`src/sv/xfsc_pkg.sv`:
```
// ----------------------------------------------------------------------------
// xfsc_pkg: shared types and constants of the XOR float stream compressor
// Code item passed from classifier to byte packer, result item, code kinds.
// ----------------------------------------------------------------------------
`default_nettype none

package xfsc_pkg;

    localparam int unsigned VALUE_W   = 64;   // sample width
    localparam int unsigned CODE_W    = 77;   // longest code: 2+5+6+64
    localparam int unsigned LEN_W     = 7;    // code / buffer bit count
    localparam int unsigned PEND_W    = 7;    // bits held back between items
    localparam int unsigned BUF_W     = 88;   // pending bits plus one code
    localparam int unsigned TOTAL_W   = 32;   // saturating series bit total
    localparam int unsigned LEAD_W    = 5;    // leading count field
    localparam int unsigned MLEN_W    = 6;    // meaningful length - 1 field
    localparam int unsigned QUEUE_DEPTH_DEF = 4;

    localparam logic [1:0] HDR_WINDOW = 2'b10;
    localparam logic [1:0] HDR_NEW    = 2'b11;
    localparam logic [LEAD_W-1:0] LEAD_MAX = 5'd31;

    typedef enum logic [1:0] {
        KIND_RAW,
        KIND_ZERO,
        KIND_WINDOW,
        KIND_NEW
    } code_kind_t;

    // One classified item: code bits left aligned, zero below len.
    typedef struct packed {
        logic [CODE_W-1:0]  code;
        logic [LEN_W-1:0]   len;
        logic               series_start;
        logic               series_end;
        logic [TOTAL_W-1:0] total;
    } code_item_t;

    typedef struct packed {
        logic [7:0]         out_byte;
        logic [3:0]         valid_bits;
        logic               run_last;
        logic               stream_end;
        logic [TOTAL_W-1:0] series_bit_total;
    } result_t;

endpackage

`default_nettype wire

```
`src/sv/xfsc_front.sv`:
```
// ----------------------------------------------------------------------------
// xfsc_front: item classifier
// Three stages: XOR and per-byte zero counts, code decision with window and
// bit total update, code assembly. One code item per cycle unless stalled.
// ----------------------------------------------------------------------------
`default_nettype none

module xfsc_front (
    input  logic                         clk,
    input  logic                         rst_n,
    input  logic                         in_valid,
    output logic                         in_ready,
    input  logic [xfsc_pkg::VALUE_W-1:0] value_bits,
    input  logic                         series_start,
    input  logic                         series_end,
    output logic                         item_valid,
    input  logic                         item_ready,
    output xfsc_pkg::code_item_t         item
);

    logic accept;
    logic s1_fire;
    logic s2_fire;
    logic s2_ready;
    logic s3_ready;

    logic [xfsc_pkg::VALUE_W-1:0] prev_reg;
    logic [xfsc_pkg::VALUE_W-1:0] x_c;

    // stage 1
    logic                         s1_valid_reg, s1_valid_next;
    logic [xfsc_pkg::VALUE_W-1:0] s1_data_reg, s1_data_next;
    logic                         s1_start_reg, s1_end_reg;
    logic [7:0]                   s1_nz_reg, s1_nz_next;
    logic [3:0]                   s1_lz_reg [8];
    logic [3:0]                   s1_lz_next [8];
    logic [3:0]                   s1_tz_reg [8];
    logic [3:0]                   s1_tz_next [8];

    // series state
    logic [xfsc_pkg::LEAD_W-1:0]  wl_reg, wl_next;
    logic [xfsc_pkg::MLEN_W-1:0]  wt_reg, wt_next;
    logic [xfsc_pkg::TOTAL_W-1:0] total_reg, total_next;

    // stage 2 decision
    logic [6:0]                   lead_c, trail_c, win_sum_c, m_c, wm_c;
    logic                         fits_c;
    logic [xfsc_pkg::LEAD_W-1:0]  al_c;
    xfsc_pkg::code_kind_t         kind_c;
    logic [xfsc_pkg::LEN_W-1:0]   len_c;
    logic [xfsc_pkg::LEAD_W-1:0]  shamt_c;
    logic [xfsc_pkg::TOTAL_W-1:0] base_c;
    logic [xfsc_pkg::TOTAL_W:0]   sum_c;
    logic [xfsc_pkg::TOTAL_W-1:0] tot_c;

    logic                         s2_valid_reg, s2_valid_next;
    xfsc_pkg::code_kind_t         s2_kind_reg;
    logic [xfsc_pkg::VALUE_W-1:0] s2_data_reg;
    logic [xfsc_pkg::LEAD_W-1:0]  s2_shamt_reg;
    logic [xfsc_pkg::LEAD_W-1:0]  s2_al_reg;
    logic [xfsc_pkg::MLEN_W-1:0]  s2_mm1_reg;
    logic [xfsc_pkg::LEN_W-1:0]   s2_len_reg;
    logic                         s2_start_reg, s2_end_reg;
    logic [xfsc_pkg::TOTAL_W-1:0] s2_total_reg;

    // stage 3 assembly
    logic [xfsc_pkg::VALUE_W-1:0] shifted_c;
    logic [xfsc_pkg::CODE_W-1:0]  code_c;
    logic                         s3_valid_reg, s3_valid_next;
    xfsc_pkg::code_item_t         s3_item_reg, s3_item_next;

    assign s3_ready = !s3_valid_reg || item_ready;
    assign s2_ready = !s2_valid_reg || s3_ready;
    assign in_ready = !s1_valid_reg || s2_ready;
    assign accept   = in_valid && in_ready;
    assign s1_fire  = s1_valid_reg && s2_ready;
    assign s2_fire  = s2_valid_reg && s3_ready;

    assign item_valid = s3_valid_reg;
    assign item       = s3_item_reg;

    // ---------------- stage 1: XOR and byte-wise zero counts ----------------
    assign x_c          = value_bits ^ prev_reg;
    assign s1_data_next = series_start ? value_bits : x_c;

    always_comb
    begin
        for (int j = 0; j < 8; j++)
        begin
            s1_nz_next[j] = |x_c[8*j +: 8];
            s1_lz_next[j] = 4'd8;
            s1_tz_next[j] = 4'd8;
            for (int k = 0; k < 8; k++)
            begin
                if (x_c[8*j + k])
                begin
                    s1_lz_next[j] = 4'(7 - k);
                end
            end
            for (int k = 7; k >= 0; k--)
            begin
                if (x_c[8*j + k])
                begin
                    s1_tz_next[j] = 4'(k);
                end
            end
        end
    end

    assign s1_valid_next = accept || (s1_valid_reg && !s2_ready);

    always_ff @(posedge clk or negedge rst_n)
    begin
        if (!rst_n)
        begin
            prev_reg     <= '0;
            s1_valid_reg <= 1'b0;
        end
        else
        begin
            s1_valid_reg <= s1_valid_next;
            if (accept)
            begin
                prev_reg <= value_bits;
            end
        end
    end

    always_ff @(posedge clk)
    begin
        if (accept)
        begin
            s1_data_reg  <= s1_data_next;
            s1_start_reg <= series_start;
            s1_end_reg   <= series_end;
            s1_nz_reg    <= s1_nz_next;
            s1_lz_reg    <= s1_lz_next;
            s1_tz_reg    <= s1_tz_next;
        end
    end

    // ---------------- stage 2: decide code, update window -------------------
    always_comb
    begin
        lead_c = 7'd64;
        for (int j = 0; j < 8; j++)
        begin
            if (s1_nz_reg[j])
            begin
                lead_c = 7'((7 - j) * 8) + {3'b000, s1_lz_reg[j]};
            end
        end
        trail_c = 7'd64;
        for (int j = 7; j >= 0; j--)
        begin
            if (s1_nz_reg[j])
            begin
                trail_c = 7'(j * 8) + {3'b000, s1_tz_reg[j]};
            end
        end
    end

    assign win_sum_c = {2'b00, wl_reg} + {1'b0, wt_reg};
    assign wm_c      = 7'd64 - win_sum_c;
    assign fits_c    = (lead_c >= {2'b00, wl_reg}) && (trail_c >= {1'b0, wt_reg})
                       && (win_sum_c < 7'd64);
    assign al_c      = (lead_c > {2'b00, xfsc_pkg::LEAD_MAX}) ? xfsc_pkg::LEAD_MAX
                                                             : lead_c[4:0];
    assign m_c       = 7'd64 - {2'b00, al_c} - trail_c;

    always_comb
    begin
        if (s1_start_reg)
        begin
            kind_c = xfsc_pkg::KIND_RAW;
        end
        else if (~|s1_nz_reg)
        begin
            kind_c = xfsc_pkg::KIND_ZERO;
        end
        else if (fits_c)
        begin
            kind_c = xfsc_pkg::KIND_WINDOW;
        end
        else
        begin
            kind_c = xfsc_pkg::KIND_NEW;
        end
    end

    always_comb
    begin
        unique case (kind_c)
            xfsc_pkg::KIND_RAW:
            begin
                len_c   = 7'd64;
                shamt_c = '0;
            end
            xfsc_pkg::KIND_ZERO:
            begin
                len_c   = 7'd1;
                shamt_c = '0;
            end
            xfsc_pkg::KIND_WINDOW:
            begin
                len_c   = 7'd2 + wm_c;
                shamt_c = wl_reg;
            end
            xfsc_pkg::KIND_NEW:
            begin
                len_c   = 7'd13 + m_c;
                shamt_c = al_c;
            end
            default:
            begin
                len_c   = '0;
                shamt_c = '0;
            end
        endcase
    end

    // saturating bit total, cleared by a series start
    assign base_c = s1_start_reg ? '0 : total_reg;
    assign sum_c  = {1'b0, base_c} + 33'(len_c);
    assign tot_c  = sum_c[xfsc_pkg::TOTAL_W] ? '1 : sum_c[xfsc_pkg::TOTAL_W-1:0];

    always_comb
    begin
        wl_next    = wl_reg;
        wt_next    = wt_reg;
        total_next = total_reg;
        if (s1_fire)
        begin
            total_next = tot_c;
            if (s1_start_reg)
            begin
                wl_next = '0;
                wt_next = '0;
            end
            else if (kind_c == xfsc_pkg::KIND_NEW)
            begin
                wl_next = al_c;
                wt_next = trail_c[5:0];
            end
        end
    end

    assign s2_valid_next = s1_fire || (s2_valid_reg && !s3_ready);

    always_ff @(posedge clk or negedge rst_n)
    begin
        if (!rst_n)
        begin
            wl_reg       <= '0;
            wt_reg       <= '0;
            total_reg    <= '0;
            s2_valid_reg <= 1'b0;
        end
        else
        begin
            wl_reg       <= wl_next;
            wt_reg       <= wt_next;
            total_reg    <= total_next;
            s2_valid_reg <= s2_valid_next;
        end
    end

    always_ff @(posedge clk)
    begin
        if (s1_fire)
        begin
            s2_kind_reg  <= kind_c;
            s2_data_reg  <= s1_data_reg;
            s2_shamt_reg <= shamt_c;
            s2_al_reg    <= al_c;
            s2_mm1_reg   <= 6'(m_c - 7'd1);
            s2_len_reg   <= len_c;
            s2_start_reg <= s1_start_reg;
            s2_end_reg   <= s1_end_reg;
            s2_total_reg <= tot_c;
        end
    end

    // ---------------- stage 3: assemble left-aligned code -------------------
    // Shifting out the leading zeros leaves the meaningful bits on top; the
    // bits below them are the XOR's trailing zeros.
    assign shifted_c = s2_data_reg << s2_shamt_reg;

    always_comb
    begin
        unique case (s2_kind_reg)
            xfsc_pkg::KIND_RAW:    code_c = {s2_data_reg, 13'b0};
            xfsc_pkg::KIND_ZERO:   code_c = '0;
            xfsc_pkg::KIND_WINDOW: code_c = {xfsc_pkg::HDR_WINDOW, shifted_c, 11'b0};
            xfsc_pkg::KIND_NEW:    code_c = {xfsc_pkg::HDR_NEW, s2_al_reg, s2_mm1_reg,
                                             shifted_c};
            default:               code_c = '0;
        endcase
    end

    always_comb
    begin
        s3_item_next.code         = code_c;
        s3_item_next.len          = s2_len_reg;
        s3_item_next.series_start = s2_start_reg;
        s3_item_next.series_end   = s2_end_reg;
        s3_item_next.total        = s2_total_reg;
    end

    assign s3_valid_next = s2_fire || (s3_valid_reg && !item_ready);

    always_ff @(posedge clk or negedge rst_n)
    begin
        if (!rst_n)
        begin
            s3_valid_reg <= 1'b0;
        end
        else
        begin
            s3_valid_reg <= s3_valid_next;
        end
    end

    always_ff @(posedge clk)
    begin
        if (s2_fire)
        begin
            s3_item_reg <= s3_item_next;
        end
    end

endmodule

`default_nettype wire

```
`src/sv/xfsc_fifo.sv`:
```
// ----------------------------------------------------------------------------
// xfsc_fifo: code item queue
// Short register queue between classifier and byte packer.
// ----------------------------------------------------------------------------
`default_nettype none

module xfsc_fifo #(
    parameter int unsigned DEPTH = xfsc_pkg::QUEUE_DEPTH_DEF
) (
    input  logic                 clk,
    input  logic                 rst_n,
    input  logic                 wr_valid,
    output logic                 wr_ready,
    input  xfsc_pkg::code_item_t wr_item,
    output logic                 rd_valid,
    input  logic                 rd_pop,
    output xfsc_pkg::code_item_t rd_item
);

    localparam int unsigned PTR_W = (DEPTH > 1) ? $clog2(DEPTH) : 1;
    localparam int unsigned CNT_W = $clog2(DEPTH + 1);
    localparam logic [PTR_W-1:0] PTR_LAST = PTR_W'(DEPTH - 1);
    localparam logic [CNT_W-1:0] CNT_FULL = CNT_W'(DEPTH);

    xfsc_pkg::code_item_t mem_reg [DEPTH];
    logic [PTR_W-1:0] wr_ptr_reg, wr_ptr_next;
    logic [PTR_W-1:0] rd_ptr_reg, rd_ptr_next;
    logic [CNT_W-1:0] cnt_reg, cnt_next;
    logic             do_wr, do_rd;

    assign wr_ready = (cnt_reg != CNT_FULL);
    assign rd_valid = (cnt_reg != '0);
    assign rd_item  = mem_reg[rd_ptr_reg];
    assign do_wr    = wr_valid && wr_ready;
    assign do_rd    = rd_pop && rd_valid;

    always_comb
    begin
        wr_ptr_next = wr_ptr_reg;
        rd_ptr_next = rd_ptr_reg;
        cnt_next    = cnt_reg;
        if (do_wr)
        begin
            wr_ptr_next = (wr_ptr_reg == PTR_LAST) ? '0 : wr_ptr_reg + 1'b1;
        end
        if (do_rd)
        begin
            rd_ptr_next = (rd_ptr_reg == PTR_LAST) ? '0 : rd_ptr_reg + 1'b1;
        end
        if (do_wr && !do_rd)
        begin
            cnt_next = cnt_reg + 1'b1;
        end
        else if (do_rd && !do_wr)
        begin
            cnt_next = cnt_reg - 1'b1;
        end
    end

    always_ff @(posedge clk or negedge rst_n)
    begin
        if (!rst_n)
        begin
            wr_ptr_reg <= '0;
            rd_ptr_reg <= '0;
            cnt_reg    <= '0;
        end
        else
        begin
            wr_ptr_reg <= wr_ptr_next;
            rd_ptr_reg <= rd_ptr_next;
            cnt_reg    <= cnt_next;
        end
    end

    always_ff @(posedge clk)
    begin
        if (do_wr)
        begin
            mem_reg[wr_ptr_reg] <= wr_item;
        end
    end

endmodule

`default_nettype wire

```
`src/sv/xfsc_back.sv`:
```
// ----------------------------------------------------------------------------
// xfsc_back: byte packer
// Merges held-back bits with one code item and sends one byte per cycle
// through a result register when free; pads and flushes at series end.
// ----------------------------------------------------------------------------
`default_nettype none

module xfsc_back (
    input  logic                 clk,
    input  logic                 rst_n,
    input  logic                 item_valid,
    output logic                 item_pop,
    input  xfsc_pkg::code_item_t item,
    output logic                 res_valid,
    input  logic                 res_pop,
    output xfsc_pkg::result_t    res
);

    localparam int unsigned BW = xfsc_pkg::BUF_W;
    localparam int unsigned PW = xfsc_pkg::PEND_W;

    logic                         busy_reg, busy_next;
    logic [BW-1:0]                buf_reg, buf_next;
    logic [xfsc_pkg::LEN_W-1:0]   rem_reg, rem_next;
    logic                         end_reg, end_next;
    logic [xfsc_pkg::TOTAL_W-1:0] total_reg, total_next;
    logic [PW-1:0]                pend_reg, pend_next;   // left aligned
    logic [2:0]                   pcnt_reg, pcnt_next;

    logic                         res_valid_reg;
    xfsc_pkg::result_t            res_reg, res_next;
    logic                         slot_free;
    logic                         out_load;

    logic [2:0]                   pc_c;
    logic [PW-1:0]                pb_c;
    logic [BW-1:0]                ld_buf_c;
    logic [xfsc_pkg::LEN_W-1:0]   ld_rem_c;
    logic [BW-1:0]                em_buf_c;
    logic [xfsc_pkg::LEN_W-1:0]   em_rem_c;

    function automatic logic has_byte(input logic [xfsc_pkg::LEN_W-1:0] r, input logic e);
        return (r >= 7'd8) || (e && (r != '0));
    endfunction

    assign slot_free = !res_valid_reg || res_pop;
    assign res_valid = res_valid_reg;
    assign res       = res_reg;

    // a series start drops whatever was held back
    assign pc_c     = item.series_start ? 3'd0 : pcnt_reg;
    assign pb_c     = item.series_start ? '0 : pend_reg;
    assign ld_buf_c = {pb_c, {(BW-PW){1'b0}}} | ({item.code, 11'b0} >> pc_c);
    assign ld_rem_c = {4'b0000, pc_c} + item.len;

    // byte at the top of the buffer
    always_comb
    begin
        res_next.out_byte         = buf_reg[BW-1 -: 8];
        res_next.series_bit_total = total_reg;
        em_buf_c                  = buf_reg << 8;
        if (rem_reg >= 7'd8)
        begin
            res_next.valid_bits = 4'd8;
            res_next.run_last   = end_reg ? (rem_reg == 7'd8) : (rem_reg < 7'd16);
            res_next.stream_end = end_reg && (rem_reg == 7'd8);
            em_rem_c            = rem_reg - 7'd8;
        end
        else
        begin
            // final padded byte
            res_next.valid_bits = rem_reg[3:0];
            res_next.run_last   = 1'b1;
            res_next.stream_end = 1'b1;
            em_rem_c            = '0;
        end
    end

    always_comb
    begin
        busy_next  = busy_reg;
        buf_next   = buf_reg;
        rem_next   = rem_reg;
        end_next   = end_reg;
        total_next = total_reg;
        pend_next  = pend_reg;
        pcnt_next  = pcnt_reg;
        item_pop   = 1'b0;
        out_load   = 1'b0;
        if (!busy_reg)
        begin
            if (item_valid)
            begin
                item_pop   = 1'b1;
                buf_next   = ld_buf_c;
                rem_next   = ld_rem_c;
                end_next   = item.series_end;
                total_next = item.total;
                if (has_byte(ld_rem_c, item.series_end))
                begin
                    busy_next = 1'b1;
                end
                else
                begin
                    pend_next = ld_buf_c[BW-1 -: PW];
                    pcnt_next = ld_rem_c[2:0];
                end
            end
        end
        else if (slot_free)
        begin
            out_load = 1'b1;
            buf_next = em_buf_c;
            rem_next = em_rem_c;
            if (!has_byte(em_rem_c, end_reg))
            begin
                busy_next = 1'b0;
                if (end_reg)
                begin
                    pend_next = '0;
                    pcnt_next = '0;
                end
                else
                begin
                    pend_next = em_buf_c[BW-1 -: PW];
                    pcnt_next = em_rem_c[2:0];
                end
            end
        end
    end

    always_ff @(posedge clk or negedge rst_n)
    begin
        if (!rst_n)
        begin
            busy_reg      <= 1'b0;
            rem_reg       <= '0;
            end_reg       <= 1'b0;
            pend_reg      <= '0;
            pcnt_reg      <= '0;
            res_valid_reg <= 1'b0;
        end
        else
        begin
            busy_reg <= busy_next;
            rem_reg  <= rem_next;
            end_reg  <= end_next;
            pend_reg <= pend_next;
            pcnt_reg <= pcnt_next;
            if (out_load)
            begin
                res_valid_reg <= 1'b1;
            end
            else if (res_pop)
            begin
                res_valid_reg <= 1'b0;
            end
        end
    end

    always_ff @(posedge clk)
    begin
        buf_reg   <= buf_next;
        total_reg <= total_next;
        if (out_load)
        begin
            res_reg <= res_next;
        end
    end

endmodule

`default_nettype wire

```
`src/sv/xor_float_stream_compressor.sv`:
```
// ----------------------------------------------------------------------------
// xor_float_stream_compressor: XOR coding of 64-bit float samples to bytes
// Classifier pipeline, code item queue and byte packer.
// ----------------------------------------------------------------------------
// Takes one 64-bit sample per item and writes its XOR code MSB first as a
// byte stream. A series start writes the raw 64 bits; a repeat writes a
// single 0; otherwise '10' plus the stored window bits, or '11', a 5-bit
// leading count (clamped to 31, length widened to match), a 6-bit length
// minus one and the meaningful bits. A series end pads the last byte with
// zeros and flags it with stream_end and a valid_bits count below 8 when
// partial. Every byte carries the saturating unpadded bit total of its
// series so far; run_last marks the last byte that an item caused. Items
// that only add bits to a partial byte produce no result at all.
// The input side takes an item every cycle unless full, into a three-stage
// classifier feeding a QUEUE_DEPTH-entry queue. The byte packer sets the
// rate: it loads an item, then sends the bytes it completes, one per cycle
// while the output register is free, taking no new item meanwhile. A 77-bit
// code plus held-back bits and a flush yield up to 11 bytes, a raw sample
// 8. Results wait in a one-entry output register, drained by pop.
// ----------------------------------------------------------------------------
`default_nettype none

module xor_float_stream_compressor #(
    parameter int unsigned QUEUE_DEPTH = xfsc_pkg::QUEUE_DEPTH_DEF
) (
    input  logic                         clk,
    input  logic                         rst_n,
    // input queue side
    input  logic                         push,
    output logic                         full,
    input  logic [xfsc_pkg::VALUE_W-1:0] value_bits,
    input  logic                         series_start,
    input  logic                         series_end,
    // result queue side
    output logic                         empty,
    input  logic                         pop,
    output logic [7:0]                   out_byte,
    output logic [3:0]                   valid_bits,
    output logic                         run_last,
    output logic                         stream_end,
    output logic [xfsc_pkg::TOTAL_W-1:0] series_bit_total
);

    logic                 in_ready;
    logic                 fr_valid;
    logic                 fr_ready;
    xfsc_pkg::code_item_t fr_item;
    logic                 q_valid;
    logic                 q_pop;
    xfsc_pkg::code_item_t q_item;
    logic                 res_valid;
    xfsc_pkg::result_t    res;

    assign full = !in_ready;

    // classifier: XOR, zero counts, window decision, code assembly
    xfsc_front u_front (
        .clk          (clk),
        .rst_n        (rst_n),
        .in_valid     (push),
        .in_ready     (in_ready),
        .value_bits   (value_bits),
        .series_start (series_start),
        .series_end   (series_end),
        .item_valid   (fr_valid),
        .item_ready   (fr_ready),
        .item         (fr_item)
    );

    // decouples the one-item-per-cycle classifier from the byte-rate packer
    xfsc_fifo #(
        .DEPTH (QUEUE_DEPTH)
    ) u_fifo (
        .clk      (clk),
        .rst_n    (rst_n),
        .wr_valid (fr_valid),
        .wr_ready (fr_ready),
        .wr_item  (fr_item),
        .rd_valid (q_valid),
        .rd_pop   (q_pop),
        .rd_item  (q_item)
    );

    // packer: held-back bits + code; a byte per free cycle; pad at series end
    xfsc_back u_back (
        .clk        (clk),
        .rst_n      (rst_n),
        .item_valid (q_valid),
        .item_pop   (q_pop),
        .item       (q_item),
        .res_valid  (res_valid),
        .res_pop    (pop),
        .res        (res)
    );

    assign empty            = !res_valid;
    assign out_byte         = res.out_byte;
    assign valid_bits       = res.valid_bits;
    assign run_last         = res.run_last;
    assign stream_end       = res.stream_end;
    assign series_bit_total = res.series_bit_total;

endmodule

`default_nettype wire

```
`config.mk`:
```
export PLATFORM = sky130hd
export DESIGN_NAME = xor_float_stream_compressor
export DESIGN_NICKNAME = d
export VERILOG_FILES = /design/src/sv/xfsc_pkg.sv /design/src/sv/xfsc_front.sv /design/src/sv/xfsc_fifo.sv /design/src/sv/xfsc_back.sv /design/src/sv/xor_float_stream_compressor.sv
export SDC_FILE = /design/constraint.sdc
export NUM_CORES = 2
export LEC_CHECK = 0
export BUFFER_PORTS_ARGS = -buffer_cell sky130_fd_sc_hd__buf_2
export CAP_MARGIN = 20
export CORE_AREA = 2 2 240 361
export DETAILED_ROUTE_END_ITERATION = 12
export DIE_AREA = 0 0 242 363
export PLACE_DENSITY = 0.8
export RECOVER_POWER = 25
export REMOVE_ABC_BUFFERS = 1
export SLEW_MARGIN = 30
export SYNTH_ARGS = -nofsm -noshare
export SYNTH_HDL_FRONTEND = slang
export SYNTH_SLANG_ARGS = --single-unit
export TNS_END_PERCENT = 20
```
`constraint.sdc`:
```
create_clock -name clk -period 8.95 [get_ports clk]
set_input_delay 1.3425 -clock clk [delete_from_list [all_inputs] [get_ports clk]]
set_output_delay 1.3425 -clock clk [all_outputs]
set_load 0.01 [all_outputs]
```
==> results.cfg <==
[synthesis]
synth-seq-cells = 1150
muxShareOfSynthArea_pct = 13.7
synth_top_family_by_area = multiplexers
syn_area_per_cell_um2 = 14.0
ys.flop_type = edfxtp_1
post-synth-top-area-cell = edfxtp_1
ys_top_cells_by_area = edfxtp_1 (57%), mux4_2 (6.9%), dfrtp_1 (6.5%)
ys_seq_area_share_pct = 63.8
netlist.area_leader.share_pct = 57.4
synthCells = 3799
synth_compound_area_share_pct = 7.23
synthAdderAreaFrac_pct = 1.30
synth_cell_type_count = 81
yosys.area_share.simple_pct = 8.64
yosysWarnings = 0
async_flop_share_pct = 11.9
synthXorXnorAreaFrac_pct = 3.15
synth_edf_count = 1013
syn_area_um2 = 53000

[run_status]
outcome = complete, no violations

[sta]
fmax_mhz = 153
fin_tns_setup_ns = 0
final_hold_viol_count = 0
fin_crit_sh_pct = 73.2
fin_ws_ns = 2.40
rsz0062_at_grt = no
slew_viol_final = 0
finClkSkew_ns = 0.0591
worst_pin_slew_ns = 0.970
final.min_clock_period_ns = 6.55
final-setup-viol-count = 0
holdWs_ns = 0.393
relSlewSlack_pct = 35.3

[critical_path]
crit_path_end_kind = flip-flop
critPathArrivalTime_ns = 7.20
cp_max_fo = 11
r2r_cells = 25
worstPathRequired_ns = 9.59
rr_endpoint = u_front.total_reg[17]
reg2reg_from = u_front.s1_nz_reg[0]
worstSetupPathType = reg2reg
r2r_setup_slack_ns = 2.40
worstSetupStartpointType = flip-flop

[global_routing]
grt_pass1_wl_mm = 188
antenna_found_initial = 2
grt_pass1_vias = 32000
grt_max_degree = 167
overflow = 0
grt_usage_pct = 28.1

[route]
vias_per_cell = 6.22
via_count = 31500
drt-pass1-iter-count = 6
drt_iter0_markers = 3280
drc = 0
route.detailed.wl_per_inst_um = 24.1
ant_nets = 0
drt-total-wl_mm = 122

[clock_tree]
cts_hold_buf = 0
h-tree-depth = 3
clockBufferDepth = 3
clock_latency_ns = 0.73
post_cts_resized = 0
root_buffer = clkbuf_16
clk_pin_slew_ns = 0.07
cts_inserted_buffers = 100
postCtsSetupRepairBufs = 0
cts_tree = yes
numClockSinks = 1150

[cells_and_area]
final_cells = 5072
drive_gt1_share_pct = 18.0
syn_to_final_growth_pct = 9.72
fin_nets = 3977
fillers = 5694
largest_reg_flops = 472

[place]
gp_congestion = 0.937
io_buffers = 117
post-dp-hpwl_mm = 79.8
dp.cells = 4882
dpl_worst_slack_ns = 2.14

[hold_path]
hold_path_class = reg2reg
holdPathStages = 0
min-delay-start = u_front.s1_data_reg[28]
hold_path_end = u_front.s2_data_reg[28]

[pwr]
power_density_nw_per_um2 = 339
netSwitchingFraction_pct = 34.2
p_sw_mw = 6.75
cellLeakagePower_nw = 21.4
vdd_drop_max_v = 0.000211
seqPwrFrac_pct = 44.0
power.share.clock_pct = 23.3
p_comb_share_pct = 32.7
p_total_mw = 19.7
p_int_mw = 13.0

[floorplanning]
ios = 118
fp.dieH_um = 363
die_area_um2 = 87800
initial_utilization_pct = 62.7
num_rows = 131
dieWidth_um = 242
coreArea_um2 = 84600

[run]
cap_violations = 0
==> power by group through the flow <==
stage                     clock [mW]  combinational (mW)  sequential [mW]
after floorplan                    0                4.57             8.73
after global placement             0                6.21             8.60
after detailed placement           0                6.29             8.73
after CTS                       4.66                6.41             8.68
after global routing            4.83                7.01             8.82
final                           4.60                6.45             8.68
==> cells by family after synthesis <==
group | Yosys count
buf+inv | 287
simple gates | 1025
compound gates | 597
fa+ha+maj | 52
mux | 497
xor+xnor | 191
flops | 1150
==> how the worst max path moves through the flow <==
| stage | from | endpoint | slack [ns] | cells after the start |
|---|---|---|---|---|
| after floorplan | u_fifo.rd_ptr_reg[0] | u_back.pend_reg[2] | -2.37 | 10 |
| after global placement | u_front.s1_nz_reg[0] | u_front.total_reg[17] | 2.20 | 25 |
| after detailed placement | u_front.s1_nz_reg[0] | u_front.total_reg[16] | 2.14 | 25 |
| after CTS | u_front.s1_nz_reg[0] | u_front.total_reg[16] | 2.11 | 25 |
| after global routing | u_front.s1_nz_reg[0] | u_front.s2_total_reg[17] | 1.88 | 24 |
| final | u_front.s1_nz_reg[0] | u_front.total_reg[17] | 2.40 | 25 |
==> cell type report <==
class	count	area [um^2]	share of cell area (%)
flip-flops and latches	1150	33900	58.2
clock buffers	107	2540	4.36
repair buffers	160	983	1.69
diodes	1	2.50	0.00430
well taps	1130	1410	2.43
inverters	81	307	0.527
multi-input cells	2362	18100	31.1
clock inverters	81	1000	1.72
==> cells in the mapped netlist (16+ instances only) <==
master    count
nand3_1      27
a21o_1       36
inv_1        76
a221oi_1     17
edfxtp_1   1013
clkbuf_1    134
a221o_1      19
nand2_1     331
mux2i_1     166
nand2b_1    113
dfrtp_1     137
buf_2        42
a22oi_1      16
a211oi_1     16
nor2_1      394
o21ai_0     176
xnor2_1     113
mux4_2      163
nor2b_1      48
xor2_1       78
ha_1         47
mux2_2      166
a31oi_1      21
a21oi_1     138
buf_1        23
nor3_1       31
o22ai_1      37
==> layout by cell type, fill, tap and decap left out, types with 9 or more instances in the layout <==
cell	n
a221oi_1	17
mux2i_1	166
bufinv_16	16
buf_4	38
a22o_1	11
xor2_1	78
nand3_1	27
nand2_1	331
a211oi_1	16
o211ai_1	14
clkinv_4	9
buf_2	115
dfrtp_1	134
and3_1	14
nor2b_1	47
clkbuf_16	100
clkinvlp_4	15
inv_1	74
o21bai_1	13
nor3_1	30
nor2_1	393
clkinv_2	17
or2_2	13
a21oi_1	138
xnor2_1	113
o21ai_0	176
a22oi_1	16
nand2b_1	110
mux4_2	163
a21o_1	36
o22ai_1	37
o221ai_1	14
ha_1	47
o22a_1	9
clkinv_1	12
a31oi_1	21
a221o_1	19
edfxtp_1	1013
mux2_2	166
==> routing by layer <==
| layer | routed length (um) | global-route usage [%] | up-vias |
|---|---|---|---|
| li1 | - | - | 14300 |
| met1 | 46100 | 34.7 | 15700 |
| met2 | 64400 | 50.2 | 1220 |
| met3 | 6790 | 3.54 | 293 |
| met4 | 4880 | 12.0 | 2 |
| met5 | 13 | 0 | - |
==> critical path: stages, from the launching register on <==
cell and delay, ns:
edfxtp_1 0.53, nor2b_1 0.22, a221oi_1 0.38, o21ai_0 0.22, nand2_1 0.10, a31oi_1 0.11, nor2_1 0.20, inv_1 0.10
ha_1 0.29, inv_1 0.04, ha_1 0.21, fa_1 0.47, a21o_1 0.18, a21oi_1 0.17, xnor2_1 0.21, nor3b_1 0.27
xnor2_1 0.17, xnor2_1 0.09, a311o_1 0.40, ha_1 0.36, o21ai_0 0.12, a21oi_1 0.32, nand2_1 0.26, or4_1 0.62
or3_1 0.39, nand3_1 0.09
==> per-stage QoR <==
step / instance area, um^2 / utilization [%]
finish: 58200 / 68.8
global route: 58200 / 68.8
CTS: 58100 / 68.8
detailed placement: 54600 / 64.6
global placement: 54500 / 64.5
floorplan: 52200 / -
Power figures use the tool's default switching activity.
